--- src/design/ebu_pkg.sv ---
package ebu_pkg;

	localparam int BP_ENTRIES = 16;
	localparam int ADDR_BITS  = 24;
	localparam int IDX_W      = (BP_ENTRIES > 1) ? $clog2(BP_ENTRIES) : 1;

	typedef enum logic [3:0] {
		OP_CHECK      = 4'd0,
		OP_ADD        = 4'd1,
		OP_REMOVE     = 4'd2,
		OP_SET_ENABLE = 4'd3,
		OP_CLEAR_ALL  = 4'd4,
		OP_SET_TEMP   = 4'd5,
		OP_CLEAR_TEMP = 4'd6,
		OP_ARM_SKIP   = 4'd7,
		OP_CLEAR_HITS = 4'd8
	} op_t;

	typedef struct packed {
		op_t                  opcode;
		logic [ADDR_BITS-1:0] address;
		logic                 enable_flag;
	} ebu_cmd_t;

	typedef struct packed {
		logic                 break_now;
		logic                 table_full;
		logic                 hit_flag;
		logic [ADDR_BITS-1:0] hit_address;
		logic                 temp_hit;
		logic                 temp_armed;
	} ebu_res_t;

	// table lookup status handed to the control logic
	typedef struct packed {
		logic full;
		logic hit;
		logic any_present;
	} tbl_stat_t;

endpackage

--- src/design/ebu_table.sv ---
module ebu_table (
	input  logic                clk,
	input  logic                arst_n,
	input  logic                fire,
	input  ebu_pkg::ebu_cmd_t   cmd,
	output ebu_pkg::tbl_stat_t  stat
);

	logic [ebu_pkg::ADDR_BITS-1:0] entry_addr_q [ebu_pkg::BP_ENTRIES];
	logic [ebu_pkg::BP_ENTRIES-1:0] present_q;
	logic [ebu_pkg::BP_ENTRIES-1:0] disabled_q;

	logic [ebu_pkg::BP_ENTRIES-1:0] used;
	logic [ebu_pkg::BP_ENTRIES-1:0] match;
	logic                           found;
	logic [ebu_pkg::IDX_W-1:0]      found_idx;
	logic                           free_found;
	logic [ebu_pkg::IDX_W-1:0]      free_idx;
	logic                           no_room;

	// parallel compare; walk downward so the lowest slot wins
	always_comb begin
		used       = present_q | disabled_q;
		found      = 1'b0;
		found_idx  = '0;
		free_found = 1'b0;
		free_idx   = '0;
		for (int i = ebu_pkg::BP_ENTRIES - 1; i >= 0; i--) begin
			match[i] = used[i] && (entry_addr_q[i] == cmd.address);
			if (match[i]) begin
				found     = 1'b1;
				found_idx = ebu_pkg::IDX_W'(i);
			end
			if (!used[i]) begin
				free_found = 1'b1;
				free_idx   = ebu_pkg::IDX_W'(i);
			end
		end
	end

	assign no_room = !found && !free_found;

	always_comb begin
		stat.any_present = |present_q;
		stat.hit         = found && present_q[found_idx] && !disabled_q[found_idx];
		stat.full        = no_room && ((cmd.opcode == ebu_pkg::OP_ADD) ||
			((cmd.opcode == ebu_pkg::OP_SET_ENABLE) && !cmd.enable_flag));
	end

	always_ff @(posedge clk or negedge arst_n) begin
		if (!arst_n) begin
			present_q  <= '0;
			disabled_q <= '0;
		end else if (fire) begin
			unique case (cmd.opcode)
				ebu_pkg::OP_ADD: begin
					if (found) begin
						present_q[found_idx] <= 1'b1;
					end else if (free_found) begin
						present_q[free_idx]  <= 1'b1;
						disabled_q[free_idx] <= 1'b0;
					end
				end
				ebu_pkg::OP_REMOVE: begin
					if (found) begin
						present_q[found_idx]  <= 1'b0;
						disabled_q[found_idx] <= 1'b0;
					end
				end
				ebu_pkg::OP_SET_ENABLE: begin
					if (found) begin
						disabled_q[found_idx] <= !cmd.enable_flag;
					end else if (!cmd.enable_flag && free_found) begin
						present_q[free_idx]  <= 1'b0;
						disabled_q[free_idx] <= 1'b1;
					end
				end
				ebu_pkg::OP_CLEAR_ALL: begin
					present_q  <= '0;
					disabled_q <= '0;
				end
				default: begin
				end
			endcase
		end
	end

	// a new address lands in the lowest free slot
	always_ff @(posedge clk) begin
		if (fire && !found && free_found &&
			((cmd.opcode == ebu_pkg::OP_ADD) ||
			((cmd.opcode == ebu_pkg::OP_SET_ENABLE) && !cmd.enable_flag))) begin
			entry_addr_q[free_idx] <= cmd.address;
		end
	end

endmodule

--- src/design/execution_breakpoint_unit.sv ---
// Execution breakpoint unit.
// Command channel cmd (cmd_valid / cmd_stall) carries an opcode, an address and
// an enable flag: check a pc, add / remove / enable / disable a table entry,
// clear the table, set or clear the temporary breakpoint, arm skip-once or
// clear the sticky hit flags. Every command beat yields exactly one result beat
// on res (res_valid / res_stall) with break_now, table_full and the sticky
// hit, hit address and temporary breakpoint status after the command.
// A command beat is registered into cmd_s1 and its result into res_s2, on res.
// Throughput: one beat per cycle while res is not stalled; the table compares
// all 16 entries in parallel against the registered command, and the state it
// leaves is ready for the very next beat.
// Reset clears the table, the temporary breakpoint, skip-once, the hit flags
// and the hit address, and empties both pipeline stages.
// While res is stalled the result register holds; one more command sits in
// the input stage, after which cmd_stall goes high until res drains.
module execution_breakpoint_unit (
	input  logic               clk,
	input  logic               arst_n,
	input  logic               cmd_valid,
	output logic               cmd_stall,
	input  ebu_pkg::ebu_cmd_t  cmd,
	output logic               res_valid,
	input  logic               res_stall,
	output ebu_pkg::ebu_res_t  res
);

	logic                          valid_s1;
	ebu_pkg::ebu_cmd_t             cmd_s1;
	logic                          valid_s2;
	ebu_pkg::ebu_res_t             res_s2;

	logic                          advance;
	logic                          fire;
	ebu_pkg::tbl_stat_t            tstat;
	ebu_pkg::ebu_res_t             res_next;

	logic [ebu_pkg::ADDR_BITS-1:0] temp_addr_q, temp_addr_d;
	logic                          temp_active_q, temp_active_d;
	logic                          temp_reached_q, temp_reached_d;
	logic                          sticky_q, sticky_d;
	logic [ebu_pkg::ADDR_BITS-1:0] last_hit_q, last_hit_d;
	logic                          skip_q, skip_d;
	logic                          brk;

	assign advance   = !valid_s2 || !res_stall;
	assign fire      = valid_s1 && advance;
	assign cmd_stall = valid_s1 && !advance;
	assign res_valid = valid_s2;
	assign res       = res_s2;

	ebu_table u_table (
		.clk    (clk),
		.arst_n (arst_n),
		.fire   (fire),
		.cmd    (cmd_s1),
		.stat   (tstat)
	);

	always_comb begin
		temp_addr_d    = temp_addr_q;
		temp_active_d  = temp_active_q;
		temp_reached_d = temp_reached_q;
		sticky_d       = sticky_q;
		last_hit_d     = last_hit_q;
		skip_d         = skip_q;
		brk            = 1'b0;
		unique case (cmd_s1.opcode)
			ebu_pkg::OP_CHECK: begin
				// temporary breakpoint first, then skip-once, then the table
				priority if (temp_active_q && (cmd_s1.address == temp_addr_q)) begin
					temp_active_d  = 1'b0;
					temp_addr_d    = '0;
					temp_reached_d = 1'b1;
					sticky_d       = 1'b1;
					last_hit_d     = cmd_s1.address;
					brk            = 1'b1;
				end else if (!tstat.any_present) begin
				end else if (skip_q) begin
					skip_d = 1'b0;
				end else if (tstat.hit) begin
					sticky_d   = 1'b1;
					last_hit_d = cmd_s1.address;
					brk        = 1'b1;
				end
			end
			ebu_pkg::OP_REMOVE: begin
				if (last_hit_q == cmd_s1.address) sticky_d = 1'b0;
			end
			ebu_pkg::OP_SET_ENABLE: begin
				if (!cmd_s1.enable_flag && !tstat.full && (last_hit_q == cmd_s1.address))
					sticky_d = 1'b0;
			end
			ebu_pkg::OP_CLEAR_ALL: begin
				sticky_d = 1'b0;
			end
			ebu_pkg::OP_SET_TEMP: begin
				temp_addr_d    = cmd_s1.address;
				temp_active_d  = 1'b1;
				temp_reached_d = 1'b0;
			end
			ebu_pkg::OP_CLEAR_TEMP: begin
				temp_addr_d    = '0;
				temp_active_d  = 1'b0;
				temp_reached_d = 1'b0;
			end
			ebu_pkg::OP_ARM_SKIP: begin
				skip_d = 1'b1;
			end
			ebu_pkg::OP_CLEAR_HITS: begin
				sticky_d       = 1'b0;
				temp_reached_d = 1'b0;
			end
			default: begin
			end
		endcase

		res_next.break_now   = brk;
		res_next.table_full  = tstat.full;
		res_next.hit_flag    = sticky_d;
		res_next.hit_address = last_hit_d;
		res_next.temp_hit    = temp_reached_d;
		res_next.temp_armed  = temp_active_d;
	end

	always_ff @(posedge clk or negedge arst_n) begin
		if (!arst_n) begin
			valid_s1       <= 1'b0;
			valid_s2       <= 1'b0;
			temp_addr_q    <= '0;
			temp_active_q  <= 1'b0;
			temp_reached_q <= 1'b0;
			sticky_q       <= 1'b0;
			last_hit_q     <= '0;
			skip_q         <= 1'b0;
		end else begin
			if (!cmd_stall) valid_s1 <= cmd_valid;
			if (advance) valid_s2 <= valid_s1;
			if (fire) begin
				temp_addr_q    <= temp_addr_d;
				temp_active_q  <= temp_active_d;
				temp_reached_q <= temp_reached_d;
				sticky_q       <= sticky_d;
				last_hit_q     <= last_hit_d;
				skip_q         <= skip_d;
			end
		end
	end

	always_ff @(posedge clk) begin
		if (cmd_valid && !cmd_stall) cmd_s1 <= cmd;
		if (fire) res_s2 <= res_next;
	end

endmodule

--- config.mk ---
export PLATFORM = sky130hd
export DESIGN_NAME = execution_breakpoint_unit
export DESIGN_NICKNAME = d
export VERILOG_FILES = /design/src/design/ebu_pkg.sv /design/src/design/ebu_table.sv /design/src/design/execution_breakpoint_unit.sv
export SDC_FILE = /design/constraint.sdc
export NUM_CORES = 1
export LEC_CHECK = 0
export ABC_AREA = 1
export BUFFER_PORTS_ARGS = -buffer_cell sky130_fd_sc_hd__buf_4
export CAP_MARGIN = 20
export CORE_ASPECT_RATIO = 0.8
export CORE_UTILIZATION = 55
export DETAILED_ROUTE_END_ITERATION = 16
export HOLD_SLACK_MARGIN = 0.08
export PLACE_DENSITY = 0.71
export SLEW_MARGIN = 20
export SYNTH_ARGS = -nofsm -noshare
export SYNTH_HDL_FRONTEND = slang
export SYNTH_SLANG_ARGS = --single-unit
--- constraint.sdc ---
create_clock -name clk -period 7.58 [get_ports clk]
set_input_delay 1.516 -clock clk [delete_from_list [all_inputs] [get_ports clk]]
set_output_delay 1.516 -clock clk [all_outputs]
set_load 0.1 [all_outputs]
==> results.md, run 1 <==
* Die height at a little over 200 µm
* Setup CP Type: reg2reg
* Port buffer count at between 60 and 70
* Layout area overhead at 10.44%
* GRT Total Usage at a little over a third
* VDD IR max at slightly above 0.2 mV
* Initial antenna violation count at 1
* Post-synth top flop: edfxtp_1
* Flops & latches, synth at 528
* Status: finished clean
* Layout Nets at between 3k and 4k
* Total number of yosys warnings at 0
* Ys async rst share at 16.29%
* Worst rel slew slack at roughly 29%
* Worst Path Required at 8.10 ns
* Hold_ws at about 0.50 ns
* CP Launch Point: cmd_s1[23]
* I/O Pins at between 60 and 70
* LEAKAGE at around 12 nW
* Period utilization at about 73%
* Post-route cell area at slightly above 0.03 mm²
* Worst slew pin tran at roughly 1.1 ns
* Sequential share of the synthesized area at around 55%
* Core area at between 0.05 and 0.06 mm²
* CTS HTree Levels at 2
* Cell type with the largest total area after synthesis: edfxtp_1
* FMAX at 179.6 MHz
* EDFF count, synth at roughly 440
* CTS max path bufs at 3
* Max FO, Critical Path at 27
* Crit end category: flip-flop
* Post-CTS Hold Buffers at 0
* Overflow after GRT at 0
* Setup WS pre-CTS at about 2.2 ns
* Total routed wirelength at ~94 mm
* Clk slew on worst S/H paths at roughly 0.070 ns
* PwrDens at approximately 230 mW/mm²
* Most instantiated library cell after synthesis: nand2_1
* Drt pass-1 iters at 6
* CTS Buf Count at 54
* Floorplan die width at between 200 and 300 µm
* Via density at 6.068
* Synth Instances at 3070
* Top post-synthesis cells by count: nand2_1, edfxtp_1, inv_1
* Post-synth top area share at between 40% and 50%
* DP HPWL at 62.49 mm
* R2r endpoint: last_hit_q[5]
* Fin crit period at between 5 and 6 ns
* Clk Latency, worst-skew pair at roughly 0.63 ns
* Post-CTS Repair Setup Buffers at 0
* Cells on worst reg2reg path at 25
* Hold Vio Cnt, Final at 0
* Setup slack after layout at ~2 ns
* Crit Reg-Reg Startpoint: cmd_s1[23]
* Vias in the first global route at roughly 22k
* Syn avg cell area at between 9 and 10 µm²
* Synthesized area at about 0.028 mm²
* Post-CTS sizing at 0
* Startpoint Class: flip-flop
* Crit path arrival time at a little over 6 ns
* Row count at 73
* Hold crit path type: reg2reg
* CTS sink cnt at roughly 530
* Placed Cells at between 3k and 4k
* Non-Filler Instances at roughly 3.9k
* Routability Congestion at just over 1
* Tot Pwr at just over 7 mW
* Synth cell types at 63
* Largest net degree at the start of global routing at 79
* Global-route wire length before repair at 139.3 mm
* Initial Utilization at between 50% and 60%
* Detailed-route via count at 23.44k
* CP Capture Point: last_hit_q[5]
* Share of cells above drive strength 1 at 12.40%
* Utilization after layout at slightly above 60%
* Root buffer cell: clkbuf_16
* Clock Skew at ~0.025 ns
* WL/cell at 24.29 µm
* Drc violations at 0
* Slew Limit Fails at 0
* Starting DRT DRC Count at between 3k and 4k
* Reg2Reg Setup Slack at 2.01 ns
* Endpoints failing setup at 0
* Setup tns final at 0 ns
* TritonCTS clock tree: built
* Unrepaired setup endpoints after global routing: false
* Area contributors post-synth: edfxtp_1, nand2_1, dfrtp_1, inv_1, nor2_1
* Die area at 0.05219 mm²
* Max-cap violations at 0
* Syn Nets at roughly 3.1k
* Area after detailed placement at roughly 0.029 mm²
* DRT antenna net count at 0
==> routing by layer <==
layer	track usage, %	part of all wire [%]
met2	55.62	44
met1	51.22	40
met5	0	0
met4	16.12	4.5
met3	6.302	11
==> where the power goes <==
group,switching (mW),internal (mW),leakage (nW)
combinational,0.823,0.289,6.54
clock,1.17,1.53,0.859
sequential,0.0791,3.26,4.94
total,2.07,5.08,12.3
==> critical path: stages (launching register included) <==
cell	delay (ns)
edfxtp_1	0.87
inv_1	0.50
nand2_1	0.20
nand2_1	0.07
nor2_1	0.10
nand2_1	0.06
nor2_1	0.11
nand2_1	0.13
o21ai_0	0.25
nand3_1	0.24
nand2_1	0.13
nand2_1	0.07
nand2_2	0.06
nand2_1	0.10
a21oi_2	0.48
inv_2	0.17
nand4_1	0.13
nand3_1	0.09
nand2_1	0.09
nand3_2	0.11
o21bai_4	0.56
nand2_4	0.44
nand2_1	0.22
nand3_1	0.09
nand2_1	0.10
inv_1	0.05
==> cells by family (layout without fill, tap and decap cells) <==
group,after synthesis,after routing,synth area share [%]
and+or+nand+nor,1615,1615,26.48
DFF,528,528,54.70
buffers and inverters,469,584,7.472
AOI/OAI and AO/OA,303,303,6.536
xor gates and xnor gates,155,155,4.814
other,0,2,0
==> sequential cells by signal, summed over array words and instances (netlist names) <==
register	count
cmd_s1	29
last_hit_q	24
res	29
res_valid	1
skip_q	1
sticky_q	1
temp_active_q	1
temp_addr_q	24
temp_reached_q	1
u_table.disabled_q	16
u_table.entry_addr_q	384
u_table.present_q	16
valid_s1	1
==> layout by cell type (no fill, tap or decap), drive strengths merged, types with 4 or more instances in the layout <==
master   netlist  layout
nand2        714     714
edfxtp       442     442
inv          357     360
nor2         307     307
nand3        157     157
o21ai        143     143
nand4        137     137
buf           85     125
or2          113     113
dfrtp         86      86
xor2          81      81
nor4          75      75
clkbuf        25      75
xnor2         74      74
nor3          60      60
a21oi         57      57
o211ai        19      19
o22ai         18      18
o2111ai       18      18
clkinv         1      18
nor3b         17      17
nand3b        12      12
a22o           9       9
and3           7       7
a2111oi        6       6
a221oi         6       6
or4            6       6
a211oi         4       4
a21o           4       4
bufinv         0       4
and2           4       4
==> worst min-delay path by stage <==
stage	from	to	slack, ns	cells after the start
global placement	skip_q	skip_q	0.48	2
CTS	valid_s1	res_valid	0.51	2
global route	valid_s1	res_valid	0.53	2
detailed placement	valid_s1	res_valid	0.49	2
finish	valid_s1	res_valid	0.50	2
floorplan	valid_s1	res_valid	0.43	2
==> final cells by class <==
class                           instances  area [µm²]
Inverter                              358        1351
Clock inverter                         26       246.5
Tap cell                              675       844.6
Sequential cell                       528       15420
Antenna cell                            2       5.005
Multi-Input combinational cell       2073       10800
Timing Repair Buffer                  125       963.4
Fill cell                            4176       19000
Clock buffer                           75        1511
(Power assumes the default switching activity.)
==> run 2, diff against run 1 <==
--- a/config.mk
+++ b/config.mk
@@ -12,7 +12,7 @@
 export CORE_UTILIZATION = 55
 export DETAILED_ROUTE_END_ITERATION = 16
 export HOLD_SLACK_MARGIN = 0.08
-export PLACE_DENSITY = 0.71
+export PLACE_DENSITY = 0.74
 export SLEW_MARGIN = 20
 export SYNTH_ARGS = -nofsm -noshare
 export SYNTH_HDL_FRONTEND = slang
==> constraint.sdc (replaced) <==
create_clock -name clk -period 4.6 [get_ports clk]
set_input_delay 0.92 -clock clk [delete_from_list [all_inputs] [get_ports clk]]
set_output_delay 0.92 -clock clk [all_outputs]
set_load 0.1 [all_outputs]
==> results.md, run 2 (synthesis gave the netlist of run 1 again) <==
* Row count at 73 (unchanged)
* Setup CP Type: reg2reg
* Drc violations at 0 (unchanged)
* Floorplan die width at 255.2 µm (unchanged)
* CTS HTree Levels at 2 (unchanged)
* Vias in the first global route at 22.73k (+1.1%)
* TritonCTS clock tree: built
* Overflow after GRT at 0 (unchanged)
* Non-Filler Instances at 3922 (+1.6%)
* Crit end category: flip-flop
* Slew Limit Fails at 0 (unchanged)
* Initial Utilization at 56.24% (unchanged)
* Layout area overhead at 12.49%
* FMAX at 231.6 MHz (+29%)
* LEAKAGE at 12.71 nW (+2.9%)
* PwrDens at 374.0 mW/mm² (+63%)
* Buffers plus inverters on the worst setup path at 2 (-1)
* Highest-count cells in the layout ignoring fill and taps: nand2_1, edfxtp_1, inv_1
* Share of cells above drive strength 1 at 14.26% (+1.9 points)
* CTS sink cnt at 528 (unchanged)
* Crit Reg-Reg Startpoint: cmd_s1[2]
* Number of flip-flops in the largest register at 384 (unchanged)
* Reg2Reg Setup Slack at 0.28 ns (-1.73 ns)
* Fillers at 4090 (-2.1%)
* WL/cell at 25.00 µm (+2.9%)
* Die area at 0.05219 mm² (unchanged)
* Die height at 204.5 µm (unchanged)
* Cells on worst reg2reg path at 30 (+20%)
* Period utilization at 93.85% (+20 points)
* Startpoint Class: flip-flop
* GRT Total Usage at 37.95% (+1.5 points)
* Slowest CP cell: inv_1
* Global-route wire length before repair at 143.6 mm (+3.1%)
* Most used cell, CP: nand2_1
* Hold_ws at 0.4174 ns (-0.08538 ns)
* Initial antenna violation count at 1 (unchanged)
* Unrepaired setup endpoints after global routing: false
* Status: finished clean
* I/O Pins at 64 (unchanged)
* VDD IR max at 0.3311 mV (+63%)
* Starting DRT DRC Count at 3358 (+8.4%)
* Largest net degree at the start of global routing at 80 (+1.3%)
* Max-cap violations at 0 (unchanged)
* Fin crit period at 4.317 ns (-1.250 ns)
* Most common cell after layout, fill and taps aside: nand2_1
* Cell family with most CP delay: simple AND/OR/NAND/NOR gates
* Via density at 6.121 (+0.87%)
* Root buffer cell: clkbuf_16
* CTS max path bufs at 3 (unchanged)
* Core area at 0.05014 mm² (unchanged)
* R2r endpoint: last_hit_q[23]
* Port buffer count at 63 (unchanged)
* # diodes at 0 (-2)
* Clk slew on worst S/H paths at 0.07 ns (about the same)
* Biggest register: u_table.entry_addr_q
* Max FO, Critical Path at 27 (unchanged)
* Setup tns final at 0 ns (unchanged)
* Worst Path Required at 5.12 ns (-2.98 ns)
* Worst slew pin tran at 0.9477 ns (-0.1163 ns)
* Layout Nets at 3239 (+2.1%)
* Worst rel slew slack at 36.58% (+7.8 points)
* DP HPWL at 65.92 mm (+5.5%)
* Endpoints failing setup at 0 (unchanged)
* Clock Skew at 0.02128 ns (-0.003649 ns)
* DRT antenna net count at 0 (unchanged)
* Hold Vio Cnt, Final at 0 (unchanged)
* Clk Latency, worst-skew pair at 0.63 ns (about the same)
* Total routed wirelength at 98.06 mm (+4.5%)
* Routability Congestion at 1.011 (-1.6%)
* CP max stage delay at 0.57 ns (-0.30 ns)
* Drt pass-1 iters at 8 (+2)
* CTS Buf Count at 53 (-1.9%)
* Crit path arrival time at 4.84 ns (-1.25 ns)
* Placed Cells at 3824 (+1.7%)
* Detailed-route via count at 24.01k (+2.4%)
* Hold crit path type: in2async
[run 2: what timing repair did]
action / CTS / global route
buffers inserted: 0 / 2
endpoints found under the setup margin: 0 / 41
hold buffers: 0 / 0
gates resized for setup: 0 / 1
[run 2: cell type report]
type                       instances  area (µm²)  area share, %
timing repair buffer             192        1642          5.175
tap                              675       844.6          2.662
clock buffer                      67        1420          4.477
sequential                       528       15420          48.62
multi-input combinational       2073       10730          33.84
inverter                         358        1351          4.260
clock inverter                    29       306.5         0.9663
[run 2: per-stage QoR]
stage / power [mW] / area (µm²) / util [%] / setup slack, ns
3_3_place_gp: 7.440 / 29960 / 59.74 / 0.3383
6_report: 11.87 / 31720 / 63.26 / 0.2830
4_1_cts: 11.82 / 31690 / 63.19 / 0.2671
3_5_place_dp: 7.458 / 29960 / 59.75 / 0.2595
5_1_grt: 12.20 / 31720 / 63.26 / 0.01086
2_1_floorplan: 6.684 / 28200 / - / 0.4490
[run 2: power breakdown]
part / internal (mW) / switching [mW]
Clock: 2.47 / 1.96
Sequential: 5.37 / 0.131
Combinational: 0.535 / 1.40
Total: 8.37 / 3.49
[run 2: worst max path at each step]
| stage | slack, ns | from | cells past startpoint | to |
|---|---|---|---|---|
| after floorplan | 0.45 | cmd_s1[1] | 19 | u_table.entry_addr_q[13][0] |
| after global placement | 0.34 | cmd_s1[15] | 30 | last_hit_q[15] |
| after global routing | 0.01 | cmd_s1[2] | 30 | last_hit_q[23] |
| final | 0.28 | cmd_s1[2] | 30 | last_hit_q[23] |
| after CTS | 0.27 | cmd_s1[15] | 31 | last_hit_q[23] |
| after detailed placement | 0.26 | cmd_s1[15] | 31 | last_hit_q[23] |
[run 2: layer usage]
layer,GRT usage [%],vias to the layer above,share of wire [%]
met5,0,-,0
met4,14.26,0,3.9
met3,8.882,251,12
met2,54.79,1528,42
met1,55.43,11510,42
li1,-,10720,-
